===== src/rtl/hmmd_pkg.sv =====
// Shared types, constants and address decode functions of the handheld memory map decoder.
`timescale 1ns / 1ps
`default_nettype none

package hmmd_pkg;

    // Store sizes
    localparam int C_CART_BYTES = 32768;
    localparam int C_BOOT_BYTES = 256;
    localparam int C_VRAM_BYTES = 8192;
    localparam int C_WRAM_BYTES = 8192;
    localparam int C_IO_BYTES   = 128;
    localparam int C_HRAM_BYTES = 127;

    localparam int C_CART_AW = $clog2(C_CART_BYTES);
    localparam int C_BOOT_AW = $clog2(C_BOOT_BYTES);
    localparam int C_IDX_W   = C_CART_AW;             // widest store index
    localparam int C_CLR_W   = $clog2(C_VRAM_BYTES);  // clearing sweep counter

    // Fixed addresses and values
    localparam logic [15:0] C_LY_ADDR       = 16'hFF44;
    localparam logic [7:0]  C_LY_VALUE      = 8'h90;
    localparam logic [15:0] C_BOOT_OFF_ADDR = 16'hFF50;
    localparam logic [15:0] C_SC_ADDR       = 16'hFF02;
    localparam logic [7:0]  C_SC_START      = 8'h81;
    localparam logic [C_IDX_W-1:0] C_SB_INDEX = C_IDX_W'(1);

    // Bus operations carried in the request kind
    typedef enum logic [2:0] {
        OP_RD_BYTE = 3'd0,
        OP_RD_WORD = 3'd1,
        OP_WR_BYTE = 3'd2,
        OP_WR_WORD = 3'd3,
        OP_LD_CART = 3'd4,
        OP_LD_BOOT = 3'd5
    } t_op;

    // Where a byte access lands
    typedef enum logic [2:0] {
        REG_NONE,
        REG_BOOT,
        REG_CART,
        REG_VRAM,
        REG_WRAM,
        REG_IO,
        REG_HRAM,
        REG_FIXED
    } t_region;

    typedef struct packed {
        t_region              region;
        logic [C_IDX_W-1:0]   idx;
    } t_target;

    // One access to a byte store
    typedef struct packed {
        logic                 we;
        logic                 re;
        logic [C_IDX_W-1:0]   addr;
        logic [7:0]           wdata;
    } t_mem_req;

    // Read map
    function automatic t_target f_read_decode(input logic [15:0] a, input logic ovl);
        t_target t;
        t.region = REG_NONE;
        t.idx    = '0;
        if ((a < 16'(C_BOOT_BYTES)) && ovl) begin
            t.region = REG_BOOT;
            t.idx    = C_IDX_W'(a[C_BOOT_AW-1:0]);
        end else if (a < 16'h8000) begin
            t.region = REG_CART;
            t.idx    = a[C_CART_AW-1:0];
        end else if (a inside {[16'h8000:16'h9FFF]}) begin
            t.region = REG_VRAM;
            t.idx    = C_IDX_W'(a[12:0]);
        end else if (a inside {[16'hC000:16'hFDFF]}) begin
            // echo folds onto the same 8 KiB
            t.region = REG_WRAM;
            t.idx    = C_IDX_W'(a[12:0]);
        end else if (a inside {[16'hFF00:16'hFF7F]}) begin
            t.region = (a == C_LY_ADDR) ? REG_FIXED : REG_IO;
            t.idx    = C_IDX_W'(a[6:0]);
        end else if (a inside {[16'hFF80:16'hFFFE]}) begin
            t.region = REG_HRAM;
            t.idx    = C_IDX_W'(a[6:0]);
        end
        return t;
    endfunction

    // Write map: ROM and holes are dropped
    function automatic t_target f_write_decode(input logic [15:0] a);
        t_target t;
        t.region = REG_NONE;
        t.idx    = C_IDX_W'(a[12:0]);
        if (a inside {[16'h8000:16'h9FFF]}) begin
            t.region = REG_VRAM;
        end else if (a inside {[16'hC000:16'hFDFF]}) begin
            t.region = REG_WRAM;
        end else if (a inside {[16'hFF00:16'hFF7F]}) begin
            t.region = REG_IO;
            t.idx    = C_IDX_W'(a[6:0]);
        end else if (a inside {[16'hFF80:16'hFFFE]}) begin
            t.region = REG_HRAM;
            t.idx    = C_IDX_W'(a[6:0]);
        end
        return t;
    endfunction

endpackage

`default_nettype wire


===== src/rtl/hmmd_ram.sv =====
// Single-port byte store with registered read data.
`timescale 1ns / 1ps
`default_nettype none

module hmmd_ram
    import hmmd_pkg::*;
#(
    parameter int DEPTH = 128,
    parameter int AW    = $clog2(DEPTH)
) (
    input  wire logic       i_clk,
    input  wire t_mem_req   i_req,
    output logic [7:0]      o_rdata
);

    logic [7:0]    r_mem [DEPTH];
    logic [7:0]    r_rdata;
    logic [AW-1:0] w_idx;
    logic          w_in_range;

    assign w_idx      = i_req.addr[AW-1:0];
    assign w_in_range = {1'b0, w_idx} < (AW + 1)'(DEPTH);

    // One access per cycle: write wins, otherwise read
    always_ff @(posedge i_clk) begin
        if (i_req.we) begin
            if (w_in_range) begin
                r_mem[w_idx] <= i_req.wdata;
            end
        end else if (i_req.re) begin
            r_rdata <= r_mem[w_idx];
        end
    end

    assign o_rdata = r_rdata;

endmodule

`default_nettype wire


===== config.mk =====
export PLATFORM = sky130hd
export DESIGN_NAME = hmmd_ram
export DESIGN_NICKNAME = d
export VERILOG_FILES = /design/src/rtl/hmmd_pkg.sv /design/src/rtl/hmmd_ram.sv
export SDC_FILE = /design/constraint.sdc
export NUM_CORES = 1
export LEC_CHECK = 0
export BUFFER_PORTS_ARGS = -buffer_cell sky130_fd_sc_hd__buf_2
export CAP_MARGIN = 10
export CORE_ASPECT_RATIO = 1.4
export CORE_MARGIN = 3
export CORE_UTILIZATION = 30
export CTS_BUF_LIST = sky130_fd_sc_hd__clkbuf_4 sky130_fd_sc_hd__clkbuf_8 sky130_fd_sc_hd__clkbuf_16
export DETAILED_ROUTE_END_ITERATION = 8
export GPL_TIMING_DRIVEN = 0
export PLACE_DENSITY_LB_ADDON = 0.15
export SKIP_CTS_REPAIR_TIMING = 1
export SYNTH_ARGS = -nofsm -noshare
export SYNTH_HDL_FRONTEND = slang
export SYNTH_SLANG_ARGS = --single-unit
export TNS_END_PERCENT = 30

===== constraint.sdc =====
create_clock -name i_clk -period 3 [get_ports i_clk]
set_clock_uncertainty 0.1 [all_clocks]
set_input_delay 0.15 -clock i_clk [delete_from_list [all_inputs] [get_ports i_clk]]
set_output_delay 0.15 -clock i_clk [all_outputs]
set_load 0.005 [all_outputs]

==> results_dict.tcl, run 1 <==
set metrics [dict create \
    grt_util_all_layers 0.2993 \
    p_leak_nw 15.25 \
    area_growth_pct 18.69 \
    final_common_cell "edfxtp_1" \
    drive_above_1_share 0.2101 \
    hold_viol_final 1 \
    drv_cap 0 \
    place.gp.congestion 1.047 \
    holdCritPathClass "in -> reg" \
    via_per_inst 6.164 \
    place_inst 4293 \
    io_pins 34 \
    p_total_mw 31.78 \
    synth-warning-count 0 \
    ys_ff_latch 1032 \
    synth_edf_count 1032 \
    end_kind "flop" \
    tritoncts "done" \
    grt_pass1_vias 26551 \
    antenna_found_initial 26 \
    cts_htree_levels 3 \
    mostFrequentLayoutCells "edfxtp_1, mux2i_1, a221oi_1, a22oi_1, clkbuf_16" \
    netlist_area_um2 40660 \
    grt_max_degree 110 \
    syn_nets 2483 \
    remaining_drc_errors 0 \
    ant_nets 0 \
    grt_pass1_wl_mm 271.4 \
    setup_violations 542 \
    vias 27905 \
    wl_mm 213.1 \
    ys_async_sr_fraction 0 \
    period_share 1.151 \
    synth_area_leaders "edfxtp_1, mux2i_1, a221oi_1" \
    maxSlewViolCount 0 \
    numCtsBuffers 100 \
    crit_type "in -> reg" \
    die_w_um 317.1 \
    setup_slack_ns -0.4521 \
    ir_worst_vdd_mv 0.3751 \
    synth_top_area_cell "edfxtp_1" \
    initial_core_util 0.3028 \
    crit_fanout 10 \
    cp.required_ns 3.30 \
    core-area_um2 134300 \
    cts.clk_slew.worst_paths_ns 0.07 \
    dpl.hpwl_mm 145.6 \
    fmax_mhz 289.7 \
    syn_area_per_cell_um2 16.55 \
    slew_headroom 0.07177 \
    cts_sinks 1032 \
    fp.dieH_um 441.6 \
    clockRootBuffer "clkbuf_16" \
    grt-ovfl-total 0 \
    worst_pin_slew_ns 1.392 \
    final_core_util 0.3594 \
    setup_tns_ns -55.34 \
    arrival_ns 3.75 \
    clock_latency_ns 0.74 \
    io_buffers 23 \
    finalNonFillerCells 4527 \
    grt_setup_unrepaired "yes" \
    first_pass_iters 6 \
    ys_seq_area_frac 0.7622 \
    hold_ws_ns -0.005261 \
    rows 159 \
    yosysUniqueCellTypes 70 \
    syn_inst 2457 \
    violations "hold timing, setup timing" \
    synth_top_area_frac 0.7622 \
    die_area_um2 140100 \
    fillCellCount 12707 \
    worstSetupStartpointType "input pin" \
    initialDrtViolationCount 4361 \
    fin_nets 2686 \
    yosys_most_used_dff "edfxtp_1" \
    period_needed_ns 3.452 \
    status "finished, violations left" \
    wl_per_cell_um 47.07 \
    clock_path_buffers 3 \
    p_per_area_nw_per_um2 658.5 \
]
power by group:
group | total, mW | switching [mW] | internal [mW]
clock | 13.0 | 5.73 | 7.25
combinational | 2.86 | 2.24 | 0.619
sequential | 15.9 | 0.0171 | 15.9
total | 31.8 | 7.99 | 23.8
per-layer routing:
| layer | track usage | share of wire | up-vias |
|---|---|---|---|
| li1 | - | - | 10530 |
| met1 | 0.3626 | 0.36 | 14790 |
| met2 | 0.4740 | 0.46 | 2023 |
| met3 | 0.06226 | 0.090 | 556 |
| met4 | 0.2099 | 0.083 | 6 |
| met5 | 0.005245 | 0.00043 | - |
registers in the layout, indices dropped and copies added (netlist names):
register,count
o_rdata,8
r_mem,1024
cells by family after synthesis:
| logic type | synth area share |
|---|---|
| AO/OA/AOI/OAI | 0.1292 |
| multiplexers | 0.04357 |
| buffers and inverters | 0.02542 |
| AND/OR/NAND/NOR | 0.03970 |
| flip-flops | 0.7622 |
cell type report:
| class | count | area, um^2 | area share |
|---|---|---|---|
| Timing Repair Buffer | 102 | 1257 | 0.02606 |
| Clock inverter | 65 | 591.8 | 0.01226 |
| Clock buffer | 118 | 2655 | 0.05502 |
| Inverter | 7 | 26.28 | 0.0005445 |
| Tap cell | 1771 | 2216 | 0.04592 |
| Antenna cell | 15 | 37.54 | 0.0007778 |
| Multi-Input combinational cell | 1222 | 9321 | 0.1932 |
| Buffer | 195 | 1164 | 0.02411 |
| Sequential cell | 1032 | 30990 | 0.6422 |
synthesized netlist by cell type (10+ instances only):
master    number
buf_4         19
nor2_1       147
a21o_1        13
nor2b_1       36
o221ai_1      18
o21ai_0       81
a22o_1        42
mux2i_1      147
mux2_2        16
edfxtp_1    1032
a22oi_1      114
nand3_1       16
buf_6         11
a31oi_1       10
o22a_1        18
a211o_1       13
nand2_1       70
a21oi_1       74
clkbuf_1      61
buf_2         94
a221oi_1     141
nand2b_1      11
buf_1         11
nor3_1        21
o211ai_1      11
a211oi_1      30
o22ai_1       76
stage by stage:
stage | hold WS, ns | area, um^2 | setup slack, ns
floorplan | 0.1489 | 40660 | 0.6824
global route | 0.01678 | 48230 | -0.3743
CTS | -0.3807 | 47150 | -1.748
detailed placement | 0.3978 | 43900 | -2.533
finish | -0.005261 | 48260 | -0.4521
global placement | 0.4460 | 42990 | -3.415
final timing paths:
check                    start       endpoint  cells past startpoint  slack, ns
setup reg to reg  r_mem[17][6]     o_rdata[6]                      5       0.25
setup / recovery      i_req[8]     o_rdata[6]                     11      -0.45
hold reg to reg   r_mem[21][7]     o_rdata[7]                      5       0.91
hold / removal        i_req[2]  r_mem[109][2]                      1     -0.005
worst max-delay path: stages:
cell and delay, ns:
buf_2 0.09, buf_2 0.29, clkbuf_4 0.46, clkbuf_4 0.46
clkbuf_4 0.49, mux2i_1 0.29, o22ai_1 0.10, o21ai_0 0.50
nand4_1 0.32, nand2_1 0.27, nand4_1 0.27
No activity file was read; power rests on OpenSTA's default activity.
==> inputs of run 2 (changes only) <==
- RECOVER_POWER: not set -> 25
==> run 2 against run 1 <==
The flow finishes with violations (DRC, capacitance limit, slew limit, setup timing); wire length is essentially flat; clock power is essentially flat; non-clock buffer count is the same; core utilization shrank 0.10 points; global-route usage is the same; combinational power is essentially flat; maximum frequency shrank 0.17%; sequential share of layout area grew 0.19 points; via count grew 0.10%; critical path type unchanged.
==> results_dict.tcl, run 2 (synthesized netlist as in run 1, its figures left out) <==
set metrics [dict create \
    final_common_cell "edfxtp_1" \
    numCtsBuffers 100 \
    finalNonFillerCells 4528 \
    fin_nets 2686 \
    ant_nets 0 \
    drive_above_1_share 0.2087 \
    place.gp.congestion 1.047 \
    hold_path_end "o_rdata[7]" \
    io_pins 34 \
    setup_violations 556 \
    period_needed_ns 3.458 \
    cts_htree_levels 3 \
    fmax_mhz 289.2 \
    hold_ws_ns 0.08814 \
    worst_pin_slew_ns 2.346 \
    r2r_end "o_rdata[6]" \
    holdCritPathClass "in -> reg" \
    p_leak_nw 15.19 \
    grt_setup_unrepaired "yes" \
    grt_util_all_layers 0.2993 \
    crit_fanout 11 \
    grt_max_degree 110 \
    cts_sinks 1032 \
    largest-register "r_mem" \
    period_share 1.153 \
    p_per_area_nw_per_um2 660.6 \
    mostFrequentLayoutCells "edfxtp_1, mux2i_1, a221oi_1, a22oi_1, clkbuf_16" \
    cp_num_buf_inv 5 \
    worstSetupStartpointType "input pin" \
    crit_type "in -> reg" \
    cp_top_family "buffers and inverters" \
    io_buffers 23 \
    vias 27934 \
    hold_path_depth 2 \
    reg2reg_depth 5 \
    first_pass_iters 8 \
    cts.clk_slew.worst_paths_ns 0.07 \
    area_growth_pct 18.35 \
    rrSetupSlack_ns 0.26 \
    arrival_ns 3.76 \
    maxSlewViolCount 437 \
    grt-ovfl-total 0 \
    cp.required_ns 3.30 \
    clock_path_buffers 3 \
    slew_headroom -0.5639 \
    antenna_found_initial 26 \
    fillCellCount 12727 \
    worstReg2RegStart "r_mem[17][6]" \
    rows 159 \
    fp.dieH_um 441.6 \
    clock_latency_ns 0.74 \
    wl_per_cell_um 47.05 \
    core-area_um2 134300 \
    end_kind "flop" \
    crit_path_max_incr_delay_ns 0.50 \
    hold_viol_final 0 \
    cp_cell_sequence "buf_2 -> buf_2 -> clkbuf_4 -> clkbuf_4 -> clkbuf_4 -> mux2i_1 -> o22ai_1 -> o21ai_0 -> nand4_1 -> nand2_1 -> nand4_1" \
    die_w_um 317.1 \
    initial_core_util 0.3028 \
    tritoncts "done" \
    largest_register_ffs 1024 \
    die_area_um2 140100 \
    drv_cap 7 \
    place_inst 4293 \
    grt_pass1_vias 26551 \
    slowest_stage "o21ai_0" \
    via_per_inst 6.169 \
    grt_pass1_wl_mm 271.4 \
    initialDrtViolationCount 4386 \
    remaining_drc_errors 1 \
    hp-start "i_req[23]" \
    setup_slack_ns -0.4579 \
    wl_mm 213.1 \
    cpMostUsedCell "clkbuf_4" \
    ir_worst_vdd_mv 0.3792 \
    violations "DRC, capacitance limit, slew limit, setup timing" \
    dpl.hpwl_mm 145.6 \
    status "finished, violations left" \
    clockRootBuffer "clkbuf_16" \
]
## run 2: cell types whose count changed in the layout (fill, tap and decap cells not counted), sizes merged
cell,delta
clkbuf,+11
buf,-11
diode,+1
## run 2: worst max-delay path by stage
stage / startpoint / to / slack, ns / cells after the start
6_report: i_req[8] / o_rdata[6] / -0.46 / 11
5_1_grt: i_req[8] / o_rdata[6] / -0.37 / 11
4_1_cts: i_req[10] / r_mem[109][5] / -1.75 / 9
3_5_place_dp: i_req[10] / r_mem[109][2] / -2.53 / 9
3_3_place_gp: i_req[9] / o_rdata[5] / -3.42 / 9
2_1_floorplan: i_req[9] / r_mem[42][0] / 0.68 / 9
## run 2: per-stage QoR
stage,worst slack (ns),utilization,TNS (ns),power [mW],area (um^2)
2_1_floorplan,0.6824,-,0,17.17,40660
3_3_place_gp,-3.415,0.3201,-2078.64,18.83,42990
3_5_place_dp,-2.533,0.3269,-1840.58,18.92,43900
4_1_cts,-1.748,0.3511,-1031.88,31.65,47150
5_1_grt,-0.3743,0.3581,-15.56,32.33,48090
6_report,-0.4579,0.3583,-50.91,31.79,48120
## run 2: report_power, final
group	internal [mW]	total (mW)	leakage, nW	switching (mW)
Combinational	0.599	2.83	4.30	2.24
Sequential	15.9	16.0	9.28	0.0171
Clock	7.25	13.0	1.61	5.75
Total	23.8	31.8	15.2	8.00
## run 2: area by class of cell
class | instances | area, um^2 | area share
sequential | 1032 | 30990 | 0.6440
multi-input combinational | 1222 | 9321 | 0.1937
clock buffer | 118 | 2655 | 0.05518
tap | 1771 | 2216 | 0.04605
buffer | 195 | 1164 | 0.02418
timing repair buffer | 102 | 1116 | 0.02319
clock inverter | 65 | 591.8 | 0.01230
antenna | 16 | 40.04 | 0.0008321
inverter | 7 | 26.28 | 0.0005460
## run 2: per-layer routing
metal	global-route usage	vias up	wire [um]
met5	0.005245	-	92
met4	0.2099	6	17700
met3	0.06226	540	18770
met2	0.4740	2068	98620
met1	0.3626	14784	77880
li1	-	10536	-
## run 2: worst register-to-register path: stages (launching register included)
cell and delay (ns):
edfxtp_1 0.38, mux4_2 0.45, mux2i_1 0.39, o22ai_1 0.31, nor4_1 0.49, nand4_1 0.30
