`config.mk`:
```
export PLATFORM = sky130hd
export DESIGN_NAME = hmmd_seq
export DESIGN_NICKNAME = d
export VERILOG_FILES = /design/src/rtl/hmmd_pkg.sv /design/src/rtl/hmmd_seq.sv
export SDC_FILE = /design/constraint.sdc
export NUM_CORES = 1
export LEC_CHECK = 0
export BUFFER_PORTS_ARGS = -buffer_cell sky130_fd_sc_hd__buf_2
export CORE_MARGIN = 2
export CORE_UTILIZATION = 31
export DETAILED_ROUTE_END_ITERATION = 16
export MAX_ROUTING_LAYER = met4
export PLACE_DENSITY_LB_ADDON = 0.05
export SYNTH_ARGS = -nofsm -noshare
export SYNTH_HDL_FRONTEND = slang
export SYNTH_SLANG_ARGS = --single-unit
```
`constraint.sdc`:
```
create_clock -name i_clk -period 3.7 [get_ports i_clk]
set_clock_uncertainty 0.1 [all_clocks]
set_input_delay 0 -clock i_clk [delete_from_list [all_inputs] [get_ports i_clk]]
set_output_delay 0 -clock i_clk [all_outputs]
set_load 0.01 [all_outputs]
```
`src/rtl/hmmd_pkg.sv`:
```
// Shared types, constants and address decode functions of the handheld memory map decoder.
`timescale 1ns / 1ps
`default_nettype none

package hmmd_pkg;

    // Store sizes
    localparam int C_CART_BYTES = 32768;
    localparam int C_BOOT_BYTES = 256;
    localparam int C_VRAM_BYTES = 8192;
    localparam int C_WRAM_BYTES = 8192;
    localparam int C_IO_BYTES   = 128;
    localparam int C_HRAM_BYTES = 127;

    localparam int C_CART_AW = $clog2(C_CART_BYTES);
    localparam int C_BOOT_AW = $clog2(C_BOOT_BYTES);
    localparam int C_IDX_W   = C_CART_AW;             // widest store index
    localparam int C_CLR_W   = $clog2(C_VRAM_BYTES);  // clearing sweep counter

    // Fixed addresses and values
    localparam logic [15:0] C_LY_ADDR       = 16'hFF44;
    localparam logic [7:0]  C_LY_VALUE      = 8'h90;
    localparam logic [15:0] C_BOOT_OFF_ADDR = 16'hFF50;
    localparam logic [15:0] C_SC_ADDR       = 16'hFF02;
    localparam logic [7:0]  C_SC_START      = 8'h81;
    localparam logic [C_IDX_W-1:0] C_SB_INDEX = C_IDX_W'(1);

    // Bus operations carried in the request kind
    typedef enum logic [2:0] {
        OP_RD_BYTE = 3'd0,
        OP_RD_WORD = 3'd1,
        OP_WR_BYTE = 3'd2,
        OP_WR_WORD = 3'd3,
        OP_LD_CART = 3'd4,
        OP_LD_BOOT = 3'd5
    } t_op;

    // Where a byte access lands
    typedef enum logic [2:0] {
        REG_NONE,
        REG_BOOT,
        REG_CART,
        REG_VRAM,
        REG_WRAM,
        REG_IO,
        REG_HRAM,
        REG_FIXED
    } t_region;

    typedef struct packed {
        t_region              region;
        logic [C_IDX_W-1:0]   idx;
    } t_target;

    // One access to a byte store
    typedef struct packed {
        logic                 we;
        logic                 re;
        logic [C_IDX_W-1:0]   addr;
        logic [7:0]           wdata;
    } t_mem_req;

    // Read map
    function automatic t_target f_read_decode(input logic [15:0] a, input logic ovl);
        t_target t;
        t.region = REG_NONE;
        t.idx    = '0;
        if ((a < 16'(C_BOOT_BYTES)) && ovl) begin
            t.region = REG_BOOT;
            t.idx    = C_IDX_W'(a[C_BOOT_AW-1:0]);
        end else if (a < 16'h8000) begin
            t.region = REG_CART;
            t.idx    = a[C_CART_AW-1:0];
        end else if (a inside {[16'h8000:16'h9FFF]}) begin
            t.region = REG_VRAM;
            t.idx    = C_IDX_W'(a[12:0]);
        end else if (a inside {[16'hC000:16'hFDFF]}) begin
            // echo folds onto the same 8 KiB
            t.region = REG_WRAM;
            t.idx    = C_IDX_W'(a[12:0]);
        end else if (a inside {[16'hFF00:16'hFF7F]}) begin
            t.region = (a == C_LY_ADDR) ? REG_FIXED : REG_IO;
            t.idx    = C_IDX_W'(a[6:0]);
        end else if (a inside {[16'hFF80:16'hFFFE]}) begin
            t.region = REG_HRAM;
            t.idx    = C_IDX_W'(a[6:0]);
        end
        return t;
    endfunction

    // Write map: ROM and holes are dropped
    function automatic t_target f_write_decode(input logic [15:0] a);
        t_target t;
        t.region = REG_NONE;
        t.idx    = C_IDX_W'(a[12:0]);
        if (a inside {[16'h8000:16'h9FFF]}) begin
            t.region = REG_VRAM;
        end else if (a inside {[16'hC000:16'hFDFF]}) begin
            t.region = REG_WRAM;
        end else if (a inside {[16'hFF00:16'hFF7F]}) begin
            t.region = REG_IO;
            t.idx    = C_IDX_W'(a[6:0]);
        end else if (a inside {[16'hFF80:16'hFFFE]}) begin
            t.region = REG_HRAM;
            t.idx    = C_IDX_W'(a[6:0]);
        end
        return t;
    endfunction

endpackage

`default_nettype wire

```
`src/rtl/hmmd_seq.sv`:
```
// Access sequencer: clearing sweep, per-byte store accesses, result register.
`timescale 1ns / 1ps
`default_nettype none

module hmmd_seq
    import hmmd_pkg::*;
(
    input  wire logic          i_clk,
    input  wire logic          i_rst_n,
    // request side
    input  wire logic          i_s_valid,
    output logic               o_s_ready,
    input  wire logic [2:0]    i_op,
    input  wire logic [15:0]   i_addr,
    input  wire logic [15:0]   i_data,
    // result side
    output logic               o_m_valid,
    input  wire logic          i_m_ready,
    output logic [15:0]        o_read_data,
    output logic               o_serial_valid,
    output logic [7:0]         o_serial_byte,
    // overlay register
    input  wire logic          i_cfg_valid,
    input  wire logic          i_cfg_data,
    // store ports
    output t_mem_req           o_req_cart,
    output t_mem_req           o_req_boot,
    output t_mem_req           o_req_vram,
    output t_mem_req           o_req_wram,
    output t_mem_req           o_req_io,
    output t_mem_req           o_req_hram,
    input  wire logic [7:0]    i_rd_cart,
    input  wire logic [7:0]    i_rd_boot,
    input  wire logic [7:0]    i_rd_vram,
    input  wire logic [7:0]    i_rd_wram,
    input  wire logic [7:0]    i_rd_io,
    input  wire logic [7:0]    i_rd_hram
);

    typedef enum logic [1:0] {
        S_CLEAR,
        S_IDLE,
        S_WORD,
        S_FIN
    } t_state;

    localparam logic [C_CLR_W-1:0] C_CLR_LAST = '1;

    t_state               r_state, n_state;
    logic [C_CLR_W-1:0]   r_clr_cnt;
    logic                 r_overlay;
    t_op                  r_op;
    logic [15:0]          r_addr;
    logic [15:0]          r_data;
    t_region              r_src;
    logic                 r_emit;
    logic                 r_emit0;
    logic [7:0]           r_lo;
    logic                 r_m_valid;
    logic [15:0]          r_m_rd;
    logic                 r_m_sv;
    logic [7:0]           r_m_sb;

    logic                 w_accept;
    logic                 w_iss;
    t_op                  w_iss_op;
    logic [15:0]          w_iss_addr;
    logic [7:0]           w_iss_byte;
    t_target              w_rtgt, w_wtgt, w_tgt;
    logic                 w_we, w_re, w_emit, w_ovl_clr;
    t_region              w_src;
    logic [7:0]           w_byte;
    logic                 w_load;
    logic [15:0]          w_rd;
    logic                 w_sv;
    logic [7:0]           w_sb;
    logic                 w_mem_busy;

    assign o_s_ready = (r_state == S_IDLE);
    assign w_accept  = o_s_ready && i_s_valid;
    assign w_load    = (r_state == S_FIN) && (!r_m_valid || i_m_ready);

    // Byte step to issue: low byte on accept, high byte in the cycle after it (S_WORD)
    always_comb begin
        w_iss      = 1'b0;
        w_iss_op   = OP_RD_BYTE;
        w_iss_addr = '0;
        w_iss_byte = '0;
        if (w_accept) begin
            w_iss      = 1'b1;
            w_iss_op   = t_op'(i_op);
            w_iss_addr = i_addr;
            w_iss_byte = i_data[7:0];
        end else if (r_state == S_WORD) begin
            w_iss      = 1'b1;
            w_iss_op   = r_op;
            w_iss_addr = r_addr + 16'd1;
            w_iss_byte = r_data[15:8];
        end
    end

    // Decode the byte step into one store access
    always_comb begin
        w_rtgt    = f_read_decode(w_iss_addr, r_overlay);
        w_wtgt    = f_write_decode(w_iss_addr);
        w_tgt     = '{region: REG_NONE, idx: '0};
        w_we      = 1'b0;
        w_re      = 1'b0;
        w_emit    = 1'b0;
        w_ovl_clr = 1'b0;
        w_src     = REG_NONE;
        if (w_iss) begin
            case (w_iss_op)
                OP_RD_BYTE, OP_RD_WORD: begin
                    w_tgt = w_rtgt;
                    w_re  = 1'b1;
                    w_src = w_rtgt.region;
                end
                OP_WR_BYTE, OP_WR_WORD: begin
                    if (w_iss_addr == C_BOOT_OFF_ADDR) begin
                        w_ovl_clr = 1'b1;
                    end else if (w_iss_addr == C_SC_ADDR && w_iss_byte == C_SC_START) begin
                        // transfer start: fetch the serial data byte instead of storing
                        w_emit = 1'b1;
                        w_re   = 1'b1;
                        w_tgt  = '{region: REG_IO, idx: C_SB_INDEX};
                        w_src  = REG_IO;
                    end else begin
                        w_tgt = w_wtgt;
                        w_we  = 1'b1;
                    end
                end
                OP_LD_CART: begin
                    w_tgt = '{region: REG_CART, idx: w_iss_addr[C_CART_AW-1:0]};
                    w_we  = 1'b1;
                end
                OP_LD_BOOT: begin
                    w_tgt = '{region: REG_BOOT, idx: C_IDX_W'(w_iss_addr[C_BOOT_AW-1:0])};
                    w_we  = 1'b1;
                end
                default: begin
                end
            endcase
        end
    end

    // Store ports; the sweep zeroes the cleared stores after reset
    always_comb begin
        o_req_cart = '{we: w_we && w_tgt.region == REG_CART,
                       re: w_re && w_tgt.region == REG_CART,
                       addr: w_tgt.idx, wdata: w_iss_byte};
        o_req_boot = '{we: w_we && w_tgt.region == REG_BOOT,
                       re: w_re && w_tgt.region == REG_BOOT,
                       addr: w_tgt.idx, wdata: w_iss_byte};
        o_req_vram = '{we: w_we && w_tgt.region == REG_VRAM,
                       re: w_re && w_tgt.region == REG_VRAM,
                       addr: w_tgt.idx, wdata: w_iss_byte};
        o_req_wram = '{we: w_we && w_tgt.region == REG_WRAM,
                       re: w_re && w_tgt.region == REG_WRAM,
                       addr: w_tgt.idx, wdata: w_iss_byte};
        o_req_io   = '{we: w_we && w_tgt.region == REG_IO,
                       re: w_re && w_tgt.region == REG_IO,
                       addr: w_tgt.idx, wdata: w_iss_byte};
        o_req_hram = '{we: w_we && w_tgt.region == REG_HRAM,
                       re: w_re && w_tgt.region == REG_HRAM,
                       addr: w_tgt.idx, wdata: w_iss_byte};
        if (r_state == S_CLEAR) begin
            o_req_vram = '{we: 1'b1, re: 1'b0, addr: C_IDX_W'(r_clr_cnt), wdata: 8'h00};
            o_req_wram = '{we: 1'b1, re: 1'b0, addr: C_IDX_W'(r_clr_cnt), wdata: 8'h00};
            o_req_io   = '{we: 1'b1, re: 1'b0, addr: C_IDX_W'(r_clr_cnt), wdata: 8'h00};
            o_req_hram = '{we: 1'b1, re: 1'b0, addr: C_IDX_W'(r_clr_cnt), wdata: 8'h00};
        end
    end

    assign w_mem_busy = o_req_cart.we | o_req_cart.re | o_req_boot.we | o_req_boot.re
                      | o_req_vram.we | o_req_vram.re | o_req_wram.we | o_req_wram.re
                      | o_req_io.we   | o_req_io.re   | o_req_hram.we | o_req_hram.re;

    // Byte returned by the previous step
    always_comb begin
        case (r_src)
            REG_BOOT:  w_byte = i_rd_boot;
            REG_CART:  w_byte = i_rd_cart;
            REG_VRAM:  w_byte = i_rd_vram;
            REG_WRAM:  w_byte = i_rd_wram;
            REG_IO:    w_byte = i_rd_io;
            REG_HRAM:  w_byte = i_rd_hram;
            REG_FIXED: w_byte = C_LY_VALUE;
            default:   w_byte = 8'h00;
        endcase
    end

    // Result fields
    always_comb begin
        w_rd = '0;
        w_sv = 1'b0;
        w_sb = '0;
        case (r_op)
            OP_RD_BYTE: w_rd = {8'h00, w_byte};
            OP_RD_WORD: w_rd = {w_byte, r_lo};
            OP_WR_BYTE, OP_WR_WORD: begin
                w_sv = r_emit | r_emit0;
                if (r_emit) begin
                    w_sb = w_byte;
                end else if (r_emit0) begin
                    w_sb = r_lo;
                end
            end
            default: begin
            end
        endcase
    end

    // Next state
    always_comb begin
        n_state = r_state;
        case (r_state)
            S_CLEAR: if (r_clr_cnt == C_CLR_LAST) n_state = S_IDLE;
            S_IDLE: begin
                if (w_accept) begin
                    n_state = (t_op'(i_op) == OP_RD_WORD || t_op'(i_op) == OP_WR_WORD)
                            ? S_WORD : S_FIN;
                end
            end
            S_WORD:  n_state = S_FIN;
            S_FIN:   if (w_load) n_state = S_IDLE;
            default: n_state = S_IDLE;
        endcase
    end

    // State, captured bytes and result register
    always_ff @(posedge i_clk) begin
        if (!i_rst_n) begin
            r_state   <= S_CLEAR;
            r_clr_cnt <= '0;
            r_overlay <= 1'b0;
            r_m_valid <= 1'b0;
        end else begin
            r_state <= n_state;
            if (r_state == S_CLEAR) begin
                r_clr_cnt <= r_clr_cnt + 1'b1;
            end
            if (i_cfg_valid) begin
                r_overlay <= i_cfg_data;
            end else if (w_ovl_clr) begin
                r_overlay <= 1'b0;
            end
            if (w_accept) begin
                r_op    <= t_op'(i_op);
                r_addr  <= i_addr;
                r_data  <= i_data;
                r_emit0 <= 1'b0;
            end
            if (r_state == S_WORD) begin
                r_lo    <= w_byte;
                r_emit0 <= r_emit;
            end
            if (w_iss) begin
                r_src  <= w_src;
                r_emit <= w_emit;
            end
            if (w_load) begin
                r_m_valid <= 1'b1;
                r_m_rd    <= w_rd;
                r_m_sv    <= w_sv;
                r_m_sb    <= w_sb;
            end else if (i_m_ready) begin
                r_m_valid <= 1'b0;
            end
        end
    end

    assign o_m_valid      = r_m_valid;
    assign o_read_data    = r_m_rd;
    assign o_serial_valid = r_m_sv;
    assign o_serial_byte  = r_m_sb;

    // An accepted request always moves on to a byte step or the result stage
    a_accept_next: assert property (@(posedge i_clk) disable iff (!i_rst_n)
        w_accept |=> (r_state == S_WORD || r_state == S_FIN))
        else $error("accepted request did not advance");

    // The result stage issues no store access, so read data holds while stalled
    a_fin_quiet: assert property (@(posedge i_clk) disable iff (!i_rst_n)
        (r_state == S_FIN) |-> !w_mem_busy)
        else $error("store access during result stage");

    // An emitted serial byte only comes with a zero read field
    a_serial_rd_zero: assert property (@(posedge i_clk) disable iff (!i_rst_n)
        (r_m_valid && r_m_sv) |-> (r_m_rd == 16'h0000))
        else $error("serial emit with nonzero read data");

    // A word write emits at most once
    a_single_emit: assert property (@(posedge i_clk) disable iff (!i_rst_n)
        (r_state == S_FIN) |-> !(r_emit && r_emit0))
        else $error("two serial emissions in one request");

    // The sweep counter moves only while clearing
    a_clr_hold: assert property (@(posedge i_clk) disable iff (!i_rst_n)
        (r_state != S_CLEAR) |=> $stable(r_clr_cnt))
        else $error("clear counter moved outside clearing");

endmodule

`default_nettype wire

```
==> run_results.csv <==
group,metric,value,unit
finish,fin_area,9070,µm²
sta,hold_viol,0,
synth,synth_seq_area_share,0.371,
global_route,grt_pass1_wl,35700,µm
synth,synth.area.mux_share,0.0340,
synth,yosys.area.top_type,"edfxtp_1",
synth,synth_compound_area_frac,0.178,
floorplan,pin_count,266,
job,drv_cap,0,
global_route,antenna_found_initial,0,
setup_path,cp-startpoint,"r_state[1]",
setup_path,crit_type,"flop to primary output",
setup_path,slowest_delay,430,ps
global_route,grt_pass1_vias,6179,
synth,syn_inst,694,
setup_path,reg2reg_slack,240,ps
setup_path,critPathLaunchType,"flop",
route,drt_iter0_drc,304,
global_route,grt_max_degree,26,
finish,area_delta_synth_final,46.9,%
synth,postSynthAreaPerCell,8.90,µm²
pwr,leakagePower,4.30,nW
setup_path,r2r_start,"r_state[1]",
finish,nNetsFinal,1064,
synth,synth-simple-area-share,0.222,
placement,postPlaceCellArea,7310,µm²
synth,ys_warn_count,0,
route,ant_nets,0,
setup_path,cp.arrival,3650,ps
pwr,power,3.19,mW
synth,synthDominantCellAreaShare,0.316,
clocking,cts_buffer_depth,2,
setup_path,crit_chain,"inv_4 -> ha_4 -> buf_8 -> a21boi_4 -> buf_12 -> buf_12 -> nand2_1 -> o32a_1 -> or4_4 -> nor3_2 -> buf_4 -> nand3_4 -> a2111o_1 -> buf_4 -> nor4bb_4 -> buf_2",
sta,slew_viol_final,0,
floorplan,fp-row-count,51,
setup_path,required,3600,ps
placement,hpwlAfterDp,17800,µm
min_path,worstHoldStart,"i_rd_cart[1]",
clocking,cts_tree,"done",
sta,max_freq,267,MHz
finish,drive_above_1_share,0.493,
finish,diodes,0,
route,post_drt_wl_per_cell,19.0,µm
clocking,clk_pin_slew,80,ps
synth,synthXorXnorAreaFrac,0.0284,
synth,ys_ff_latch,82,
clocking,htree_levels,3,
synth,async_flop_share,0,
floorplan,die_area,21100,µm²
clocking,cts_sinks,82,
sta,slew-limit-headroom,0.366,
synth,synth_top_family_by_area,"simple AND/OR/NAND/NOR gates",
synth,syn_area,6180,µm²
pwr,power_density,352,nW/µm²
route,wirelength,23600,µm
sta,rsz0062_at_grt,"yes",
setup_path,path_max_fanout,9,
placement,port_buffers,265,
setup_path,crit_path_end_kind,"primary output",
global_route,grtUsageTotal,0.223,
floorplan,start_util,0.316,
synth,synth_nets,789,
floorplan,dieHeight,145,µm
synth,synth.distinct_cells,72,
sta,setup_viol,12,
status,failed_checks,"setup timing",
placement,routabilityCongestion,0.860,
clocking,cts_buffers,9,
route,viasPerCell,5.06,
synth,synth_edf_count,65,
sta,timing.final.crit_share,1.01,
route,drc,0,
synth,yosys.area_share.adder,0.0122,
sta,fin_crit,3750,ps
status,outcome,"finished with violations",
pwr,ir_worst_vdd,0.233,mV
global_route,grt_overflow,0,
route,vias,6273,
synth,yosys_most_used_dff,"edfxtp_1",
setup_path,crit_slowest_cell,"or4_4",
floorplan,fp.coreArea,19500,µm²
sta,tightest_slew,951,ps
clocking,clk_latency,360,ps
sta,layout_setup_ws,-46.2,ps
floorplan,die_width,145,µm
clocking,root_buffer,"clkbuf_16",
route,drt-pass1-iter-count,5,
synth,ys_top_cells_by_area,"edfxtp_1 (32%), buf_4 (12%), dfxtp_1 (5.5%), nor2_1 (4.6%), nand2_1 (4.0%)",
min_path,min_path_type,"input pin to flop",
final cells by class:
| class | instances | area, µm² |
|---|---|---|
| tap | 265 | 332 |
| clock inverter | 7 | 71.3 |
| timing repair buffer | 388 | 2490 |
| inverter | 27 | 104 |
| multi-input combinational | 461 | 3550 |
| sequential | 82 | 2300 |
| fill | 1929 | 10500 |
| clock buffer | 9 | 225 |
path summary, 6_finish.rpt:
check,cells after the start,end
max,16,o_req_vram[23]
min,4,o_read_data[9]
max reg2reg,16,r_overlay
min reg2reg,2,r_clr_cnt[6]
what timing repair did:
action	CTS	global route
endpoints found under the hold margin	39	0
gates resized for setup	89	60
buffers inserted	33	16
endpoints found under the setup margin	98	88
pin swaps	32	19
hold buffers	32	0
gates cloned	2	0
where the power goes:
part           internal, mW  switching [mW]
clock                 0.475           0.452
sequential             1.04          0.0525
combinational         0.485           0.692
metal layers:
metal	vias to the layer above	wire, µm	part of all wire	global-route usage
li1	2994	-	-	-
met1	3001	9830	0.42	0.258
met2	250	12200	0.52	0.405
met3	28	1190	0.050	0.0403
met4	0	391	0.017	0.0500
met5	-	0	0	-
layout by cell type (no fill, tap or decap), types with 4 or more instances in the layout:
cell type      instances
a221o_1                5
or4_4                  6
o21ai_0               20
dlygate4sd3_1         32
clkbuf_16             10
and3_1                19
inv_1                 25
a31oi_1                4
a31oi_2                6
dfxtp_1               15
and2_1                11
a22oi_1               10
nand2_1               64
xor2_1                 4
nand3_1               15
o211ai_1              10
buf_4                 76
a21boi_0               5
nor3_1                 4
nand4_1               13
buf_2                255
a31oi_4                4
a21oi_1               19
a32o_2                 5
mux2i_1               10
edfxtp_1              65
xnor2_1               14
buf_6                 18
o41ai_4                4
nand2b_1               4
mux2_2                 7
buf_8                  4
nor2b_1                8
nor2_1                72
o21a_1                 6
through the flow:
| stage | instances | util | setup WS [ps] | hold slack (ps) | TNS [ps] |
|---|---|---|---|---|---|
| global placement | 1141 | 0.374 | -3.59 | 76.0 | -5.65 |
| global route | 1239 | 0.465 | -169 | 104 | -6530 |
| finish | 1239 | 0.465 | -46.2 | 83.4 | -145 |
| detailed placement | 1141 | 0.374 | -101 | 78.1 | -417 |
| CTS | 1224 | 0.446 | -47.3 | 87.3 | -898 |
| floorplan | 694 | - | 68.4 | -1.13 | 0 |
registers in the layout (all words and copies together) (netlist names), 2 cells and up:
register       cells
o_serial_byte      8
r_addr            16
r_src              3
r_data             8
r_lo               8
o_read_data       16
r_state            2
r_op               3
r_clr_cnt         13
logic make-up (layout without fill, tap and decap cells):
group,Yosys count,after routing
xor gates and xnor gates,20,20
and+or+nand+nor,263,263
buffers and inverters,151,431
AOI/OAI and AO/OA,152,152
adders and majority gates,6,6
DFF,82,82
muxes,20,20
Yosys cell counts (all sizes together) (8+ instances only):
| cell type | count |
|---|---|
| and2 | 12 |
| nand2 | 66 |
| and3 | 20 |
| nand4 | 14 |
| xnor2 | 14 |
| a22oi | 12 |
| clkbuf | 16 |
| nor2b | 8 |
| buf | 108 |
| dfxtp | 17 |
| a21oi | 21 |
| inv | 27 |
| nand3 | 21 |
| a31oi | 14 |
| nor3 | 9 |
| nor2 | 76 |
| o211ai | 10 |
| mux2i | 12 |
| edfxtp | 65 |
| o21ai | 26 |
| mux2 | 8 |
critical path: cells and delay by family, from the launching register on:
family,cells,cell delay [ps]
buf+inv,7,890
flops,1,370
compound gates,3,830
simple gates,5,1010
fa+ha+maj,1,170
No activity file was read; power rests on OpenSTA's default activity.
